--- config.mk ---
export PLATFORM = sky130hd
export DESIGN_NAME = psgd_ctrl
export DESIGN_NICKNAME = d
export VERILOG_FILES = /design/src/rtl/core/psgd_pkg.sv /design/src/rtl/core/psgd_ctrl.sv
export SDC_FILE = /design/constraint.sdc
export NUM_CORES = 1
export LEC_CHECK = 0
export ABC_AREA = 1
export BUFFER_PORTS_ARGS = -buffer_cell sky130_fd_sc_hd__buf_2
export CAP_MARGIN = 20
export CELL_PAD_IN_SITES_DETAIL_PLACEMENT = 0
export CELL_PAD_IN_SITES_GLOBAL_PLACEMENT = 1
export CORE_AREA = 3 3 40 42
export CTS_CLUSTER_SIZE = 8
export DETAILED_ROUTE_END_ITERATION = 12
export DIE_AREA = 0 0 43 45
export PLACE_DENSITY_LB_ADDON = 0.1
export SKIP_LAST_GASP = 1
export SLEW_MARGIN = 20
export SYNTH_ARGS = -nofsm -noshare
export SYNTH_HDL_FRONTEND = slang
export SYNTH_SLANG_ARGS = --single-unit
--- constraint.sdc ---
create_clock -name i_clk -period 1 [get_ports i_clk]
set_input_delay 0.15 -clock i_clk [delete_from_list [all_inputs] [get_ports i_clk]]
set_output_delay 0.15 -clock i_clk [all_outputs]
set_load 0.02 [all_outputs]
--- src/rtl/core/psgd_pkg.sv ---
// Shared types and constants of the per-flow sequence gap detector.
`default_nettype none
package psgd_pkg;

    localparam int DEF_DEVICES    = 16;
    localparam int DEF_COUNT_BITS = 16;

    localparam logic [7:0] BCAST_RESET = 8'hFF;

    localparam logic [1:0] CMD_CHECK = 2'd0;
    localparam logic [1:0] CMD_READ  = 2'd1;
    localparam logic [1:0] CMD_CLEAR = 2'd2;

    typedef struct packed {
        logic [1:0] cmd;
        logic [7:0] sender_id;
        logic [7:0] receiver_id;
        logic [7:0] packet_counter;
    } t_in_req;

    typedef struct packed {
        logic signed [8:0] miss_diff;
        logic              miss_flag;
        logic              ignored;
        logic [15:0]       miss_count;
    } t_out_rsp;

    // controller -> datapath
    typedef struct packed {
        logic accept;      // capture request, issue table read
        logic exec;        // evaluate, write back, load result
        logic sweep_wr;    // zero one table entry, advance sweep address
        logic sweep_seen;  // sweep also clears seen bits
    } t_dp_ctl;

    // datapath -> controller
    typedef struct packed {
        logic sweep_last;
        logic req_clear;
        logic out_free;
    } t_dp_sts;

endpackage
`default_nettype wire

--- src/rtl/core/psgd_ctrl.sv ---
// Sequencing state machine of the gap detector.
`default_nettype none
module psgd_ctrl (
    input  wire               i_clk,
    input  wire               i_rst_n,
    input  wire               i_in_valid,
    output logic              o_in_ready,
    input  psgd_pkg::t_dp_sts i_sts,
    output psgd_pkg::t_dp_ctl o_ctl
);
    import psgd_pkg::*;

    typedef enum logic [2:0] {
        S_INIT,
        S_IDLE,
        S_EXEC,
        S_SWEEP,
        S_FIN
    } t_state;

    t_state r_state, n_state;
    logic   r_ready, n_ready;

    always_comb begin
        n_state           = r_state;
        o_ctl             = '0;
        unique case (r_state)
            S_INIT: begin
                o_ctl.sweep_wr   = 1'b1;
                o_ctl.sweep_seen = 1'b1;
                if (i_sts.sweep_last) begin
                    n_state = S_IDLE;
                end
            end
            S_IDLE: begin
                if (i_in_valid) begin
                    o_ctl.accept = 1'b1;
                    n_state      = S_EXEC;
                end
            end
            S_EXEC: begin
                if (i_sts.req_clear) begin
                    n_state = S_SWEEP;
                end else if (i_sts.out_free) begin
                    o_ctl.exec = 1'b1;
                    n_state    = S_IDLE;
                end
            end
            S_SWEEP: begin
                o_ctl.sweep_wr = 1'b1;
                if (i_sts.sweep_last) begin
                    n_state = S_FIN;
                end
            end
            S_FIN: begin
                if (i_sts.out_free) begin
                    o_ctl.exec = 1'b1;
                    n_state    = S_IDLE;
                end
            end
            default: begin
                n_state = S_IDLE;
            end
        endcase
        n_ready = (n_state == S_IDLE);
    end

    always_ff @(posedge i_clk) begin
        if (!i_rst_n) begin
            r_state <= S_INIT;
            r_ready <= 1'b0;
        end else begin
            r_state <= n_state;
            r_ready <= n_ready;
        end
    end

    assign o_in_ready = r_ready;

`ifndef SYNTH
    a_ready_idle: assert property (@(posedge i_clk) disable iff (!i_rst_n)
        o_in_ready |-> (r_state == S_IDLE))
        else $error("ready raised outside idle");
    a_sweep_done: assert property (@(posedge i_clk) disable iff (!i_rst_n)
        (r_state == S_SWEEP && i_sts.sweep_last) |=> (r_state == S_FIN))
        else $error("clear sweep did not finish into result stage");
    a_init_done: assert property (@(posedge i_clk) disable iff (!i_rst_n)
        (r_state == S_INIT && i_sts.sweep_last) |=> o_in_ready)
        else $error("not ready after init sweep");
`endif

endmodule
`default_nettype wire

Yosys cells after proc, flatten, opt, wreduce, memory -nomap -nowiden
Index checks and enable logic that the tools add are counted.
{"block": "word_totals", "regBits": 4, "latchBits": 0, "mem_bits_rw": 0, "rom_bits": 0, "input_bits": 6, "output_inout_bits": 5, "n_memories": 0}
{"block": "op_classes", "addsub": 0, "mul": 0, "div": 0, "n_lt_le_gt_ge": 0, "eq_ne": 5, "n_shift": 0, "mux": 13, "bitwise_logic": 0, "reduce_logical": 2}
{"cell": "3-bit 2-to-1 mux", "n": 5}
{"cell": "3-bit case mux with 5 select lines", "n": 1}
{"cell": "3-bit by 1-bit equality test with 1-bit output (second input constant)", "n": 2}
{"cell": "3-bit by 2-bit equality test with 1-bit output (second input constant)", "n": 2}
{"cell": "1-bit 2-to-1 mux", "n": 6}
{"cell": "3-bit equality test (second input constant)", "n": 1}
{"cell": "3-bit logical NOT", "n": 1}
{"cell": "1-bit case mux with 2 select lines", "n": 1}
{"cell": "2-bit OR reduction", "n": 1}

Longest topological paths before layout
Gate-level depths: netlist (run 1).
{"block": "logic_depth", "depth_word": 4, "ltp_mapped": 8, "ltp_nobuf": 8}

Worst setup path before layout (run 1)
No wires, ideal clock.
{"block": "synth_timing", "path_type": "reg-to-output", "from": "register r_state[1]", "to": "output o_ctl[2] (netlist bit)", "t_arrival_ns": 1.091, "required_ns": 0.850, "slack_ns": -0.241, "path_stages_with_launch": 3, "path_buffers": 0, "path_cell_list": "dfxtp_1 -> nand3_2 -> o31ai_1"}
{"item": "from (decl)", "line": "psgd_ctrl.sv:21", "rtl": "t_state r_state, n_state;"}
{"item": "from (signal assigned)", "line": "psgd_ctrl.sv:73", "rtl": "r_state <= n_state;"}
{"item": "to (decl)", "line": "psgd_ctrl.sv:9", "rtl": "output psgd_pkg::t_dp_ctl o_ctl"}

==> flow_summary_export.csv, run 1 <==
group,metric,value,unit
detailed_routing,first_iter_violations,2,
floorplan,die_h,45,um
critical_path,cp_max_fo,5,
detailed_routing,vias,338,
global_routing,use_met2,13.8,%
logic_synthesis,yosysTopAreaCellShare,30.0,%
floorplan,dieArea,1940,um^2
worst_hold_path,worstHoldEndpoint,"r_state[2]",
logic_synthesis,yosys_warnings,0,
floorplan,start_util,20.7,%
detailed_routing,drc,0,
placed_design,gp_congestion,0.688,
sta,setup_tns,-774,ps
logic_synthesis,synth_cells,44,
finish,mostFrequentLayoutCell,"buf_4",
sta,setup_ws,-232,ps
floorplan,ios,11,
detailed_routing,viasPerCell,4.33,
critical_path,rr_startpoint,"r_state[2]",
floorplan,fp.coreArea,1280,um^2
placed_design,place_ws,-147,ps
floorplan,num_rows,13,
logic_synthesis,synth_top_family_by_area,"simple AND/OR/NAND/NOR gates",
critical_path,path_class,"reg -> out",
critical_path,crit_path_start_kind,"flop",
sta,report.final.slew_viol_count,0,
finish,multi_input_area,203,um^2
floorplan,dieWidth,43,um
logic_synthesis,ys_seq_area_share,30.0,%
cts,clockBufferDepth,2,
sta,period_needed,1230,ps
placed_design,hpwlAfterDp,531,um
logic_synthesis,synth_compound_area_share,12.2,%
worst_hold_path,hp-class,"in -> reg",
global_routing,grt_pass1_vias,309,
finish,area_growth,81.2,%
finish,nets,71,
worst_hold_path,hp-start,"i_sts[2]",
critical_path,rrSetupSlack,-70,ps
placed_design,placedCellCount,71,
cts,numCtsBuffers,3,
finish,fin_cells,78,
finish,final_area,483,um^2
logic_synthesis,synth.net_count,50,
placed_design,place_area,357,um^2
cts,insertion_delay,230,ps
logic_synthesis,synth_cell_types,12,
placed_design,port-buffer-count,10,
finish,nFillCells,150,
power_and_ir_drop,total_power,0.568,mW
cts,hold_buffers,0,
outcome,status,"complete, but fails checks",
cts,ctsHtreeMaxLevel,1,
cts,clk_pin_slew_worst_paths,40,ps
logic_synthesis,synth_fa_ha_area_share,0,%
global_routing,grt_max_degree,7,
critical_path,critPathArrivalTime,1080,ps
logic_synthesis,yosysTopAreaCell,"dfxtp_1",
detailed_routing,post_drt_wl_per_cell,8.76,um
finish,antenna-diode-count,0,
global_routing,grt_busiest_layer,"met2",
critical_path,reg2reg_depth,8,
detailed_routing,routed_wl,683,um
worst_hold_path,hold_depth,3,
sta,rsz0062_at_grt,"true",
power_and_ir_drop,power.density,1180,nW/um^2
outcome,violations,"negative setup slack",
global_routing,antenna_found_initial,0,
sta,fmax,0.812,GHz
cts,root_buffer,"clkbuf_4",
detailed_routing,final_antenna_net_count,0,
power_and_ir_drop,leakagePower,0.240,nW
logic_synthesis,ys_ff_latch,4,
sta,finalCritPeriodShare,123,%
logic_synthesis,syn_avg_cell_area,6.06,um^2
sta,finalSetupViolCount,5,
sta,hold_viol,0,
run,maxCapViolCount,0,
logic_synthesis,synth_area_leaders,"dfxtp_1, nor2_2, inv_1, nand2_1, nor2_1",
critical_path,end_kind,"output port",
power_and_ir_drop,irDropWorstVdd,0.000427,V
cts,clock-sinks,4,
logic_synthesis,synthMuxAreaShare,0,%
finish,final_cell_mix,"buf_4, nand2_1, nor2_1, buf_2, inv_1",
sta,relSlewSlack,86.3,%
global_routing,grt-ovfl-total,0,
critical_path,r2r_end,"o_in_ready",
logic_synthesis,syn_area,267,um^2
detailed_routing,drt_first_pass_iters,3,
sta,finClkSkew,1.28,ps
global_routing,grt_util_all_layers,8.65,%
logic_synthesis,synth_xor_area_share,0,%
global_routing,use_met3,1.99,%
sta,worstMarginPinSlew,204,ps
finish,drive_gt1_share,63.5,%
global_routing,met1_usage,9.83,%
global_routing,grt_pass1_wl,1.21,mm
finish,seq_area,91.3,um^2
critical_path,crit_required,850,ps
logic_synthesis,synth_simple_gate_area_share,46.5,%
cts,cts_tree,"yes",
[final cells by class]
| cell class | instances | share of cell area, % |
|---|---|---|
| clock buffer | 3 | 4.66 |
| timing repair buffer | 16 | 23.3 |
| inverter | 8 | 7.25 |
| multi-input combinational | 32 | 42.0 |
| sequential | 4 | 18.9 |
| tap | 15 | 3.89 |
[worst max-delay path, cell delays in order (launching register included)]
cell,delay (ps)
dfxtp_4,360
inv_4,70
nand3_4,70
o31ai_2,170
buf_4,170
[kinds of logic (layout without fill, tap and decap cells)]
kind of cell,count (synthesis),count (layout)
DFF,4,4
AOI/OAI and AO/OA,6,6
and+or+nand+nor,26,26
buffers and inverters,8,27
[metrics by stage]
| step | hold WS, ps | util [%] |
|---|---|---|
| after floorplan | 285 | - |
| after global placement | 421 | 27.8 |
| after detailed placement | 425 | 27.8 |
| after CTS | 175 | 34.0 |
| after global routing | 194 | 37.6 |
| final | 189 | 37.6 |
[cells in the mapped netlist]
| cell | number |
|---|---|
| dfxtp_1 | 4 |
| nand2_1 | 8 |
| nor2_2 | 5 |
| nand3_1 | 3 |
| a21oi_1 | 4 |
| nor3_1 | 1 |
| o21ai_0 | 1 |
| inv_1 | 8 |
| nand2_2 | 1 |
| nor2_1 | 7 |
| nand3_2 | 1 |
| o31ai_1 | 1 |
[metal layers]
metal	part of all wire (%)	wire, um
met1	40	276
met2	51	351
met3	6.6	45
met4	1.3	9
met5	0	0
[how the worst max path moves through the flow]
stage | startpoint | to
2_1_floorplan | r_state[1] | o_ctl[2]
6_report | r_state[2] | o_ctl[2]
3_5_place_dp | r_state[1] | o_in_ready
5_1_grt | r_state[0] | o_ctl[2]
3_3_place_gp | r_state[1] | o_in_ready
4_1_cts | r_state[1] | o_ctl[1]
[sequential cells by signal, indices dropped and copies added, names as in the netlist]
signal,count
o_in_ready,1
r_state,3
[where the power goes]
part / switching (mW) / total, mW / internal (mW) / leakage [nW]
combinational: 0.103 / 0.185 / 0.0826 / 0.191
clock: 0.0608 / 0.195 / 0.134 / 0.0138
sequential: 0.0182 / 0.188 / 0.170 / 0.0350
total: 0.182 / 0.568 / 0.387 / 0.240
[what timing repair did]
action                     4_1_cts  5_1_grt
resized for setup               16       10
setup buffers                    2        2
hold endpoints to repair         0        0
setup endpoints to repair        7        8
pin swaps                        3        3
Power figures use the tool's default switching activity.
==> inputs of run 2 (changes only) <==
Settings changed: CORE_AREA 3 3 40 42 to 2 2 39 41, DIE_AREA 0 0 43 45 to 0 0 41 43.
Clock period 1 ns to 0.99 ns, I/O delays scaled along.
==> flow_summary_export.csv, run 2 (synthesized netlist as in run 1, its figures left out) <==
group,metric,value,unit
finish,utilization,34.3,%
worst_hold_path,hp-class,"in -> reg",
detailed_routing,final_antenna_net_count,0,
cts,clock-sinks,4,
placed_design,port-buffer-count,10,
finish,antenna-diode-count,0,
worst_hold_path,hp-start,"i_sts[2]",
floorplan,ios,11,
power_and_ir_drop,irDropWorstVdd,0.000488,V
floorplan,dieWidth,41,um
sta,setup_ws,-254,ps
power_and_ir_drop,leakagePower,0.239,nW
critical_path,crit_family,"flip-flops",
floorplan,start_util,19.3,%
finish,nets,71,
critical_path,end_kind,"output port",
sta,finalCritPeriodShare,126,%
placed_design,gp_congestion,0.620,
critical_path,cp_max_fo,6,
cts,numCtsBuffers,3,
critical_path,path_class,"reg -> out",
finish,mostFrequentLayoutCell,"buf_4",
critical_path,rrSetupSlack,-110,ps
global_routing,grt_max_degree,7,
detailed_routing,drc,0,
power_and_ir_drop,total_power,0.571,mW
sta,setup_tns,-983,ps
cts,clk_pin_slew_worst_paths,40,ps
sta,rsz0062_at_grt,"true",
run,maxCapViolCount,0,
power_and_ir_drop,power.density,1200,nW/um^2
outcome,status,"complete, but fails checks",
floorplan,fp.coreArea,1380,um^2
detailed_routing,drt_first_pass_iters,2,
critical_path,max_stage_delay,400,ps
cts,hold_buffers,0,
critical_path,crit_path_start,"r_state[1]",
cts,clockBufferDepth,2,
sta,hold_viol,0,
detailed_routing,viasPerCell,4.01,
finish,area_growth,77.9,%
detailed_routing,first_iter_violations,1,
critical_path,rr_startpoint,"r_state[0]",
critical_path,crit_buf_inv,1,
floorplan,dieArea,1760,um^2
critical_path,crit_path_start_kind,"flop",
finish,fin_cells,79,
sta,report.final.slew_viol_count,0,
sta,relSlewSlack,88.3,%
placed_design,hpwlAfterDp,522,um
floorplan,num_rows,14,
finish,drive_gt1_share,57.1,%
global_routing,grt_util_all_layers,10.3,%
sta,worstMarginPinSlew,175,ps
sta,period_needed,1240,ps
detailed_routing,routed_wl,673,um
cts,ctsHtreeMaxLevel,1,
critical_path,crit_required,840,ps
sta,finClkSkew,0.250,ps
outcome,violations,"negative setup slack",
finish,top_register,"r_state",
finish,final_cell_mix,"buf_4, nand2_1, nor2_1, buf_2",
finish,largest_reg_flops,3,
floorplan,die_h,43,um
critical_path,cp_slowest_cell,"dfxtp_4",
detailed_routing,vias,317,
sta,hold_slack,182,ps
global_routing,grt_pass1_wl,1.21,mm
critical_path,crit_chain,"nand3_4 -> o31ai_4 -> buf_6",
critical_path,critPathArrivalTime,1100,ps
detailed_routing,post_drt_wl_per_cell,8.52,um
cts,insertion_delay,230,ps
sta,finalSetupViolCount,7,
global_routing,grt-ovfl-total,0,
global_routing,grt_pass1_vias,310,
cts,root_buffer,"clkbuf_4",
global_routing,antenna_found_initial,0,
placed_design,placedCellCount,71,
sta,fmax,0.804,GHz
cts,cts_tree,"yes",
==> run 2: changes by cell type in the layout (fill, tap and decap cells not counted) <==
cell / before / now
a21oi_1: 2 / 4
a21oi_2: 2 / 0
nand2_1: 6 / 7
nand2_2: 3 / 2
nor2_2: 4 / 5
nor2_4: 2 / 1
o21ai_1: 0 / 1
o21ai_2: 1 / 0
o31ai_2: 1 / 0
o31ai_4: 0 / 1
==> run 2: worst register-to-register path, stage by stage (launching register included) <==
cell	delay [ps]
dfxtp_4	360
buf_4	130
nand2_2	70
nor2_2	40
nand2_1	70
nand2_1	70
nor2_2	100
nand2_1	60
nand2_1	70
nor2_2	30
==> run 2: layout make-up <==
| type | count | area (um^2) |
|---|---|---|
| clock buffers | 3 | 22.5 |
| fillers | 161 | 910 |
| inverters | 8 | 35.0 |
| multi-input cells | 32 | 193 |
| flip-flops and latches | 4 | 91.3 |
| well taps | 16 | 20.0 |
| repair buffers | 16 | 113 |
==> run 2: layer usage <==
layer	track usage [%]	routed length, um	vias to the layer above
met2	13.8	336	5
li1	-	-	176
met4	8.00	0	0
met5	0	0	-
met1	13.1	304	136
met3	3.14	33	0
==> run 2: timing repair <==
item / 4_1_cts / 5_1_grt
gates resized for setup: 17 / 4
pin swaps: 2 / 2
buffers inserted: 3 / 2
setup endpoints to repair: 7 / 7
==> run 2: path summary, 6_finish.rpt <==
check / end / depth (start not counted)
max reg2reg: o_in_ready / 9
min reg2reg: r_state[2] / 3
max: o_ctl[2] / 3
min: r_state[2] / 3
==> run 2: metrics by stage <==
step	worst slack, ps	instance area [um^2]
2_1_floorplan	-56.6	274
3_3_place_gp	-117	352
3_5_place_dp	-107	352
4_1_cts	-243	437
5_1_grt	-321	474
6_report	-254	474
==> run 2: where the power goes <==
group,leakage (nW),internal [mW],switching (mW)
combinational,0.190,0.0817,0.102
clock,0.0138,0.135,0.0622
sequential,0.0350,0.172,0.0180
